**config.mk**
```make
export PLATFORM = sky130hd
export DESIGN_NAME = column_blank_peak_detector
export DESIGN_NICKNAME = d
export VERILOG_FILES = /design/src/sv/cbpd_pkg.sv /design/src/sv/cbpd_count_ram.sv /design/src/sv/column_blank_peak_detector.sv
export SDC_FILE = /design/constraint.sdc
export NUM_CORES = 2
export LEC_CHECK = 0
export BUFFER_PORTS_ARGS = -buffer_cell sky130_fd_sc_hd__buf_2
export CAP_MARGIN = 5
export CORE_ASPECT_RATIO = 0.8
export CORE_MARGIN = 8
export CORE_UTILIZATION = 55
export DETAILED_ROUTE_END_ITERATION = 12
export PLACE_DENSITY = 0.71
export SLEW_MARGIN = 20
export SYNTH_ARGS = -nofsm -noshare
export SYNTH_HDL_FRONTEND = slang
export SYNTH_SLANG_ARGS = --single-unit
```
**constraint.sdc**
```tcl
create_clock -name clock -period 12.9 [get_ports clock]
set_input_delay 1.29 -clock clock [delete_from_list [all_inputs] [get_ports clock]]
set_output_delay 1.29 -clock clock [all_outputs]
set_load 0.02 [all_outputs]
```
**src/sv/cbpd_pkg.sv**
```systemverilog
package cbpd_pkg;

   localparam int CountDepth = 256;
   localparam int AddrW      = 8;
   localparam int CountW     = 6;
   localparam int CountMax   = 63;
   localparam int WidthW     = 9;
   localparam int HeightW    = 7;
   localparam int HeightMax  = 127;
   localparam int PeakCapW   = 4;
   localparam int PeakSlots  = 8;

   localparam logic [1:0] RegFrameWidth    = 2'd0;
   localparam logic [1:0] RegPeakThreshold = 2'd1;
   localparam logic [1:0] RegMinSeparation = 2'd2;
   localparam logic [1:0] RegMaxPeaks      = 2'd3;

endpackage

```
**src/sv/cbpd_count_ram.sv**
```systemverilog
module cbpd_count_ram
   import cbpd_pkg::*;
(
   input  logic              clock,
   input  logic              wr_en,
   input  logic [AddrW-1:0]  wr_addr,
   input  logic [CountW-1:0] wr_data,
   input  logic [AddrW-1:0]  rd_addr,
   output logic [CountW-1:0] rd_data
);

   logic [CountW-1:0] mem [CountDepth];
   logic [CountW-1:0] rd_data_ff;

   always_ff @(posedge clock) begin
      if (wr_en) begin
         mem[wr_addr] <= wr_data;
      end
      rd_data_ff <= mem[rd_addr];
   end

   assign rd_data = rd_data_ff;

endmodule

```
**src/sv/column_blank_peak_detector.sv**
```systemverilog
// Channel   Direction  Handshake                Payload
// req       in         start & !busy            column, cell_blank, end_of_frame
// rsp       out        rsp_strobe (one cycle)   peak_column, peak_height, peak_valid, last_result
// csr       in         csr_valid & csr_ready    csr_index, csr_data
//
// A word without end_of_frame makes one read and one write of the count memory.
// A word with end_of_frame then starts a scan that reads and clears all 256 count
// entries, one per cycle through the memory's read and write ports, then drains the pipeline.
// After reset the block is busy while it clears all 256 entries of the count memory.
// The receiver cannot stall; results leave at most one per cycle during the scan.
module column_blank_peak_detector
   import cbpd_pkg::*;
(
   input  logic                clock,
   input  logic                reset,
   input  logic                start,
   output logic                busy,
   input  logic [7:0]          req_column,
   input  logic                req_cell_blank,
   input  logic                req_end_of_frame,
   output logic                rsp_strobe,
   output logic [7:0]          rsp_peak_column,
   output logic [HeightW-1:0]  rsp_peak_height,
   output logic                rsp_peak_valid,
   output logic                rsp_last_result,
   input  logic                csr_valid,
   output logic                csr_ready,
   input  logic [1:0]          csr_index,
   input  logic [WidthW-1:0]   csr_data
);

   localparam logic [2:0] S_CLEAR = 3'd0;
   localparam logic [2:0] S_IDLE  = 3'd1;
   localparam logic [2:0] S_INC   = 3'd2;
   localparam logic [2:0] S_SCAN  = 3'd3;
   localparam logic [2:0] S_DRAIN = 3'd4;
   localparam logic [2:0] S_FINAL = 3'd5;

   logic [2:0]          state_ff, state_in;
   logic [WidthW-1:0]   idx_ff, idx_in;
   logic [WidthW-1:0]   frame_width_ff;
   logic [HeightW-1:0]  peak_threshold_ff;
   logic [7:0]          min_separation_ff;
   logic [PeakCapW-1:0] max_peaks_ff;
   logic [7:0]          col_ff, col_in;
   logic                blank_ff, blank_in;
   logic                eof_ff, eof_in;
   logic                v1_ff, v1_in;
   logic [WidthW-1:0]   j1_ff, j1_in;
   logic                v2_ff;
   logic [WidthW-1:0]   j2_ff;
   logic [CountW-1:0]   cm1_ff, cm2_ff;
   logic [HeightW-1:0]  sh0_ff, sh1_ff, sh2_ff;
   logic [PeakCapW-1:0] found_ff, found_in;
   logic [7:0]          prev_ff, prev_in;
   logic [7:0]          pend_col_ff, pend_col_in;
   logic [HeightW-1:0]  pend_h_ff, pend_h_in;
   logic                rsp_strobe_ff, rsp_strobe_in;
   logic [7:0]          rsp_col_ff, rsp_col_in;
   logic [HeightW-1:0]  rsp_h_ff, rsp_h_in;
   logic                rsp_pv_ff, rsp_pv_in;
   logic                rsp_last_ff, rsp_last_in;

   logic                wr_en;
   logic [AddrW-1:0]    wr_addr;
   logic [CountW-1:0]   wr_data;
   logic [AddrW-1:0]    rd_addr;
   logic [CountW-1:0]   rd_data;

   logic [WidthW-1:0]   w_eff;
   logic [PeakCapW-1:0] cap;
   logic [CountW-1:0]   cval;
   logic [7:0]          sum3;
   logic [HeightW-1:0]  sum_sat;
   logic [WidthW-1:0]   q9;
   logic [7:0]          q;
   logic [7:0]          gap;
   logic                hit;

   cbpd_count_ram u_count_ram (
      .clock   (clock),
      .wr_en   (wr_en),
      .wr_addr (wr_addr),
      .wr_data (wr_data),
      .rd_addr (rd_addr),
      .rd_data (rd_data)
   );

   always_comb begin
      w_eff = (frame_width_ff > WidthW'(CountDepth)) ? WidthW'(CountDepth) : frame_width_ff;
      if (max_peaks_ff == '0) begin
         cap = PeakCapW'(1);
      end else if (max_peaks_ff > PeakCapW'(PeakSlots)) begin
         cap = PeakCapW'(PeakSlots);
      end else begin
         cap = max_peaks_ff;
      end
   end

   // Stage one: count entering the three-column window.
   always_comb begin
      cval    = (j1_ff < w_eff) ? rd_data : '0;
      sum3    = 8'(cval) + 8'(cm1_ff) + 8'(cm2_ff);
      sum_sat = (sum3 > 8'(HeightMax)) ? HeightW'(HeightMax) : sum3[HeightW-1:0];
   end

   // Stage two: sh1 holds the smoothed count of column q = j2 - 2.
   always_comb begin
      q9  = j2_ff - WidthW'(2);
      q   = q9[7:0];
      gap = q - prev_ff;
      hit = v2_ff && (j2_ff >= WidthW'(3)) && (j2_ff <= w_eff)
         && (sh1_ff >= sh0_ff) && (sh1_ff > sh2_ff) && (sh1_ff >= peak_threshold_ff)
         && ((found_ff == '0) || (gap > min_separation_ff)) && (found_ff < cap);
   end

   always_comb begin
      state_in      = state_ff;
      idx_in        = idx_ff;
      col_in        = col_ff;
      blank_in      = blank_ff;
      eof_in        = eof_ff;
      v1_in         = 1'b0;
      j1_in         = j1_ff;
      found_in      = found_ff;
      prev_in       = prev_ff;
      pend_col_in   = pend_col_ff;
      pend_h_in     = pend_h_ff;
      rsp_strobe_in = 1'b0;
      rsp_col_in    = rsp_col_ff;
      rsp_h_in      = rsp_h_ff;
      rsp_pv_in     = rsp_pv_ff;
      rsp_last_in   = rsp_last_ff;
      wr_en         = 1'b0;
      wr_addr       = idx_ff[AddrW-1:0];
      wr_data       = '0;
      rd_addr       = idx_ff[AddrW-1:0];

      if (hit) begin
         if (found_ff != '0) begin
            rsp_strobe_in = 1'b1;
            rsp_col_in    = pend_col_ff;
            rsp_h_in      = pend_h_ff;
            rsp_pv_in     = 1'b1;
            rsp_last_in   = 1'b0;
         end
         pend_col_in = q;
         pend_h_in   = sh1_ff;
         prev_in     = q;
         found_in    = found_ff + PeakCapW'(1);
      end

      case (state_ff)
         S_CLEAR: begin
            wr_en  = 1'b1;
            idx_in = idx_ff + WidthW'(1);
            if (idx_ff == WidthW'(CountDepth - 1)) begin
               state_in = S_IDLE;
            end
         end
         S_IDLE: begin
            rd_addr = req_column;
            if (start) begin
               col_in   = req_column;
               blank_in = req_cell_blank;
               eof_in   = req_end_of_frame;
               state_in = S_INC;
            end
         end
         S_INC: begin
            wr_addr = col_ff;
            wr_data = rd_data + CountW'(1);
            wr_en   = blank_ff && ({1'b0, col_ff} < w_eff) && (rd_data != CountW'(CountMax));
            if (eof_ff) begin
               idx_in   = '0;
               found_in = '0;
               prev_in  = '0;
               state_in = S_SCAN;
            end else begin
               state_in = S_IDLE;
            end
         end
         S_SCAN: begin
            wr_en  = !idx_ff[WidthW-1];
            v1_in  = 1'b1;
            j1_in  = idx_ff;
            idx_in = idx_ff + WidthW'(1);
            if (idx_ff == WidthW'(CountDepth)) begin
               state_in = S_DRAIN;
            end
         end
         S_DRAIN: begin
            if (!v1_ff && !v2_ff) begin
               state_in = S_FINAL;
            end
         end
         S_FINAL: begin
            rsp_strobe_in = 1'b1;
            rsp_pv_in     = (found_ff != '0);
            rsp_col_in    = (found_ff != '0) ? pend_col_ff : '0;
            rsp_h_in      = (found_ff != '0) ? pend_h_ff : '0;
            rsp_last_in   = 1'b1;
            state_in      = S_IDLE;
         end
         default: begin
            state_in = S_IDLE;
         end
      endcase
   end

   always_ff @(posedge clock) begin
      if (reset) begin
         state_ff          <= S_CLEAR;
         idx_ff            <= '0;
         v1_ff             <= 1'b0;
         v2_ff             <= 1'b0;
         found_ff          <= '0;
         prev_ff           <= '0;
         rsp_strobe_ff     <= 1'b0;
         frame_width_ff    <= WidthW'(150);
         peak_threshold_ff <= HeightW'(10);
         min_separation_ff <= 8'd5;
         max_peaks_ff      <= PeakCapW'(8);
      end else begin
         state_ff      <= state_in;
         idx_ff        <= idx_in;
         v1_ff         <= v1_in;
         v2_ff         <= v1_ff;
         found_ff      <= found_in;
         prev_ff       <= prev_in;
         rsp_strobe_ff <= rsp_strobe_in;
         if (csr_valid) begin
            case (csr_index)
               RegFrameWidth:    frame_width_ff    <= csr_data;
               RegPeakThreshold: peak_threshold_ff <= csr_data[HeightW-1:0];
               RegMinSeparation: min_separation_ff <= csr_data[7:0];
               RegMaxPeaks:      max_peaks_ff      <= csr_data[PeakCapW-1:0];
               default: ;
            endcase
         end
      end
   end

   always_ff @(posedge clock) begin
      col_ff      <= col_in;
      blank_ff    <= blank_in;
      eof_ff      <= eof_in;
      j1_ff       <= j1_in;
      pend_col_ff <= pend_col_in;
      pend_h_ff   <= pend_h_in;
      rsp_col_ff  <= rsp_col_in;
      rsp_h_ff    <= rsp_h_in;
      rsp_pv_ff   <= rsp_pv_in;
      rsp_last_ff <= rsp_last_in;
      if (state_ff == S_INC) begin
         cm1_ff <= '0;
         cm2_ff <= '0;
      end else if (v1_ff) begin
         cm1_ff <= cval;
         cm2_ff <= cm1_ff;
         sh2_ff <= sum_sat;
         sh1_ff <= sh2_ff;
         sh0_ff <= sh1_ff;
         j2_ff  <= j1_ff;
      end
   end

   assign busy            = (state_ff != S_IDLE);
   assign csr_ready       = 1'b1;
   assign rsp_strobe      = rsp_strobe_ff;
   assign rsp_peak_column = rsp_col_ff;
   assign rsp_peak_height = rsp_h_ff;
   assign rsp_peak_valid  = rsp_pv_ff;
   assign rsp_last_result = rsp_last_ff;

endmodule

```
Word-level counts from Yosys, hierarchy flattened
Memories as Yosys holds them, arrays and structs flattened. A register that Yosys moved wholly into a read port is not among the register bits.
Index checks and enable logic that the tools add are counted.
{"block": "totals", "mem_bits_rw": 1536, "register_bits": 148, "out_inout_bits": 20, "word_cells": 137, "input_bits": 25, "memories": 1}
{"block": "classes", "reduce_logical": 33, "n_bitwise": 1, "mux": 39, "n_addsub": 7, "magnitude_cmp": 12, "eq_ne": 17}
{"name": "u_count_ram.mem", "words": 256, "width": 6, "rd": 1, "rd_clocked_by_memory_dff": 1, "write_ports": 1, "line": "cbpd_count_ram.sv:12", "rtl": "logic [CountW-1:0] mem [CountDepth];"}
{"op": "two-way mux 8 bit", "n": 9}
{"op": "two-way mux 7 bit", "n": 4}
{"op": "two-way mux 4 bit", "n": 5}
{"op": "two-way mux 9 bit", "n": 2}
{"op": "one-hot mux 9 bit (2 select lines)", "n": 1}
{"op": "AND reduction 2 bit", "n": 9}
{"op": "one-hot mux 3 bit (5 select lines)", "n": 1}
{"op": "greater-or-equal comparator 7 bit", "n": 2}
{"op": "two-way mux 3 bit", "n": 4}
{"op": "two-way mux 6 bit", "n": 2}
{"op": "logical AND 1 bit", "n": 10}
{"op": "!= test 2 bit (second input constant)", "n": 5}
{"op": "adder 9 x 1 -> 9 bit (second input constant)", "n": 1}
{"op": "equality test 9 x 8 -> 1 bit (second input constant)", "n": 1}
{"op": "equality test 9 bit (second input constant)", "n": 1}
{"op": "greater-or-equal comparator 9 x 2 -> 1 bit (second input constant)", "n": 1}
{"op": "> comparator 9 bit (second input constant)", "n": 1}
{"op": "<= comparator 9 bit", "n": 1}
{"op": "< comparator 8 x 9 -> 1 bit", "n": 1}
{"op": "< comparator 9 bit", "n": 1}
{"op": "two-way mux 1 bit", "n": 9}
{"op": "adder 7 x 6 -> 8 bit", "n": 1}
{"op": "> comparator 8 x 7 -> 1 bit (second input constant)", "n": 1}
{"op": "> comparator 8 bit", "n": 1}
{"op": "other kinds (27)", "n": 35}

Depth between registers and ports, before layout
{"block": "depth", "depth_word": 12, "ltp_mapped": 21, "depth_no_buf": 19}

Hierarchy
A second synthesis with hierarchy kept.
{"block": "unflattened", "hier_cells": 3700, "hier_area_um2": 67768.7}
{"module": "cbpd_count_ram", "cells_each": 2964, "area_per_inst_um2": 60073.9, "seq_area_each_um2": 46244.4, "n_inst": 1}
{"module": "column_blank_peak_detector", "cells_each": 736, "area_per_inst_um2": 7694.9, "seq_area_each_um2": 3763.6, "n_inst": 1}

Worst setup path before layout
No wires, ideal clock.
{"block": "synth_path", "path_kind": "register to register", "from": "reg state_ff[1]", "to": "mem u_count_ram.mem[0][5] (data pin)", "period_less_slack_ns": 8.779, "setup_ns": 1.395, "arrival_time_ns": 7.384, "path_slack_ns": 4.121, "path_buffers": 3, "path_stages_with_launch": 6, "t_required_ns": 11.505, "path_cell_list": "dfxtp_1 clkbuf_2 or3b_2 clkbuf_1 clkbuf_1 nor2_1"}
{"block": "synth_via", "elab_chain_len": 2}
{"element": "from (decl)", "line": "column_blank_peak_detector.sv:39", "rtl": "logic [2:0] state_ff, state_in;"}
{"element": "from (signal assigned)", "line": "column_blank_peak_detector.sv:225", "rtl": "state_ff <= state_in;"}
{"element": "equality test 3 x 2 -> 1 bit", "line": "column_blank_peak_detector.sv:153", "rtl": "case (state_ff)"}
{"element": "two-way mux 6 bit", "line": "column_blank_peak_detector.sv:153"}
{"element": "named net u_count_ram.wr_data[5]", "line": "cbpd_count_ram.sv:7", "rtl": "input logic [CountW-1:0] wr_data,"}
{"element": "to (decl)", "line": "cbpd_count_ram.sv:12"}
The timed path passes the listed nets, and every way through them passes these cells.

Worst setup path after layout
{"block": "layout_path", "from": "reg state_ff[2]", "to": "reg u_count_ram.rd_data_ff[3] (netlist: u_count_ram.rd_data[3]) (read register of u_count_ram.mem)"}
{"block": "layout_via", "elab_chain_len": 2}
{"element": "equality test 3 x 1 -> 1 bit", "line": "column_blank_peak_detector.sv:153"}
{"element": "two-way mux 8 bit", "line": "column_blank_peak_detector.sv:153"}
{"element": "to (decl)", "line": "cbpd_count_ram.sv:13", "rtl": "logic [CountW-1:0] rd_data_ff;"}
Every way passes these cells.
A chain may end at the register's enable or synchronous reset.

==> flow_metrics.env <==
export IMPL_antenna_found_initial=7
export IMPL_synth_area_leaders="edfxtp_1 69%, nand2_1 7.1%, nand3_1 4.4%"
export IMPL_fin_tns_setup_ns=0
export IMPL_clock_sinks=1690
export IMPL_crit_fanout=144
export IMPL_cp_start_kind="register"
export IMPL_cp_slowest_stage_delay_ns=1.15
export IMPL_rsz0062_at_grt="no"
export IMPL_cap_violations=0
export IMPL_worst_path_buf_inv=4
export IMPL_routedWlPerCell_um=26.7
export IMPL_final_setup_viol_count=0
export IMPL_p_leak_nw=26.4
export IMPL_ant_nets=0
export IMPL_cp_slowest_cell="o41ai_1"
export IMPL_num_rows=117
export IMPL_layout_nets=5500
export IMPL_outcome="complete, no violations"
export IMPL_cts_tree="yes"
export IMPL_remaining_drc_errors=0
export IMPL_path_class="register to register"
export IMPL_hold_viol_final=0
export IMPL_cts_root_buf="clkbuf_16"
export IMPL_ys_flop_type="edfxtp_1"
export IMPL_cts_resized=0
export IMPL_ys_seq_elements=1690
export IMPL_crit_family="compound AO/OA/AOI/OAI gates"
export IMPL_layoutNonFillerInstCount=7183
export IMPL_end_kind="register"
export IMPL_cp_common_cell="buf_4"
export IMPL_finalCritPeriodShare_pct=47.8
export IMPL_finalPower_mw=15.1
export IMPL_synth_yosys_seq_area_share_pct=71.4
export IMPL_die_w_um=415
export IMPL_cts_buffers=159
export IMPL_synthCells=5432
export IMPL_gr_usage_all_layers_pct=26.9
export IMPL_globalplace_congestion=0.948
export IMPL_core_mm2=0.127
export IMPL_synthesis_nets=5541
export IMPL_drive_above_1_share_pct=7.44
export IMPL_dieArea_mm2=0.139
export IMPL_placed_cells_incl_taps=6893
export IMPL_place_area_mm2=0.0719
export IMPL_nFillCells=9596
export IMPL_crit_start="state_ff[2]"
export IMPL_htree_levels=4
export IMPL_relSlewSlack_pct=12.3
export IMPL_clock_latency_ns=0.81
export IMPL_ir_drop_mv=0.255
export IMPL_post_cts_buffers=0
export IMPL_cts_hold_buf=0
export IMPL_drtIter0Drc=7350
export IMPL_grt_pass1_wl_um=283000
export IMPL_multi_input_area_mm2=0.0186
export IMPL_fin_crit_ns=6.16
export IMPL_tightestPinTransition_ns=1.30
export IMPL_vias=45700
export IMPL_fp_dieH_um=335
export IMPL_hold_class="register to register"
export IMPL_grt_max_degree=221
export IMPL_finalMaxSlewViolations=0
export IMPL_reg2reg_from="state_ff[2]"
export IMPL_area_growth_pct=9.74
export IMPL_synth_edf_count=1616
export IMPL_syn_area_per_cell_um2=12.9
export IMPL_synth_cell_type_count=76
export IMPL_whs_path_depth=0
export IMPL_layout_commonest_cell="edfxtp_1"
export IMPL_grt_overflow_total=0
export IMPL_power_density_mw_per_mm2=196
export IMPL_arrival_ns=6.78
export IMPL_required_ns=13.52
export IMPL_cts_clk_slew_worst_paths_ns=0.06
export IMPL_r2r_setup_slack_ns=6.74
export IMPL_synth_area_mm2=0.0701
export IMPL_ios=45
export IMPL_regArea_mm2=0.0500
export IMPL_routed_wl_um=192000
export IMPL_worstPathCellList="nor3b_4 -> inv_2 -> buf_4 -> a21o_4 -> buf_12 -> buf_4 -> mux2i_1 -> o22ai_1 -> a31oi_1 -> nand3_1 -> o41ai_1 -> o2111ai_1"
export IMPL_clk_path_buf_depth=3
export IMPL_grt_pass1_vias=43300
export IMPL_whs_endpoint="sh1_ff[5]"
export IMPL_fmax_mhz=162
export IMPL_r2r_end="u_count_ram.rd_data[3]"
export IMPL_portBuffers=43
export IMPL_drt_first_pass_iters=6
export IMPL_yosysTopAreaCell="edfxtp_1"
export IMPL_synthArstFlopShare_pct=0
export IMPL_yosys_area_top_type_share_pct=69.3
export IMPL_reg2regPathDepth=12
export IMPL_layout_common_cells="1,616 x edfxtp_1, 1,329 x nand2_1, 611 x nand3_1, 337 x a21oi_1, 246 x mux2i_1"
export IMPL_skew_ns=0.0359
export IMPL_dpl_hpwl_um=118000
export IMPL_yosys_warnings=0
export IMPL_min_from="sh2_ff[5]"
export IMPL_start_util_pct=55.3
export IMPL_via_per_inst=6.36
export IMPL_design_area_mm2=0.0769
==> cell families after synthesis <==
group,share of synthesized area [%]
AND/OR/NAND/NOR,14.3
flip-flops,71.4
AO/OA/AOI/OAI,6.05
buffers and inverters,2.50
multiplexers,3.94
adder cells (fa/ha/maj),1.59
XOR/XNOR,0.263
other,0.00535
==> cells in the mapped netlist, types with 70 or more instances <==
library cell	instances
a21oi_1	342
buf_2	72
clkbuf_1	203
dfxtp_1	74
edfxtp_1	1616
ha_1	76
inv_1	70
mux2i_1	249
nand2_1	1329
nand3_1	611
nand4_1	77
nor2_1	105
==> registers in the layout, summed over array words and instances (netlist names), 8 cells and up <==
signal / count
col_ff: 8
frame_width_ff: 9
idx_ff: 9
j1_ff: 9
j2_ff: 9
min_separation_ff: 8
pend_col_ff: 8
prev_ff: 8
rsp_peak_column: 8
u_count_ram.mem: 1536
==> layer usage <==
metal / GRT usage, % / routed length (um)
met5: 0 / 47
met4: 9.96 / 7230
met2: 38.8 / 82600
met3: 7.80 / 25300
met1: 38.8 / 76800
==> metrics by stage <==
step | setup slack (ns) | hold WS [ns] | util (%)
floorplan | 4.12 | 0.406 | -
global placement | 6.52 | 0.440 | 56.7
detailed placement | 6.63 | 0.432 | 56.7
CTS | 7.00 | 0.444 | 60.6
global route | 6.50 | 0.462 | 60.6
finish | 6.74 | 0.447 | 60.6
==> how the worst max path moves through the flow <==
stage | endpoint | depth (start not counted) | slack [ns]
5_1_grt | u_count_ram.rd_data[2] | 12 | 6.50
4_1_cts | u_count_ram.rd_data[3] | 12 | 7.00
2_1_floorplan | u_count_ram.mem[0][5] | 5 | 4.12
6_report | u_count_ram.rd_data[3] | 12 | 6.74
3_3_place_gp | u_count_ram.rd_data[0] | 12 | 6.52
3_5_place_dp | u_count_ram.rd_data[3] | 12 | 6.63
==> area by class of cell <==
| cell class | instances | area share, % |
|---|---|---|
| sequential | 1690 | 65.0 |
| multi-input combinational | 3334 | 24.2 |
| clock buffer | 194 | 5.52 |
| tap | 1666 | 2.71 |
| timing repair buffer | 134 | 1.32 |
| clock inverter | 87 | 0.815 |
| inverter | 72 | 0.352 |
| antenna | 6 | 0.0195 |
==> power by group <==
| part | switching [mW] | total, mW | internal (mW) |
|---|---|---|---|
| clock network | 2.03 | 4.48 | 2.44 |
| logic | 3.04 | 4.00 | 0.959 |
| registers | 0.0838 | 6.60 | 6.52 |
| total | 5.15 | 15.1 | 9.92 |
No activity file was read; power rests on OpenSTA's default activity.
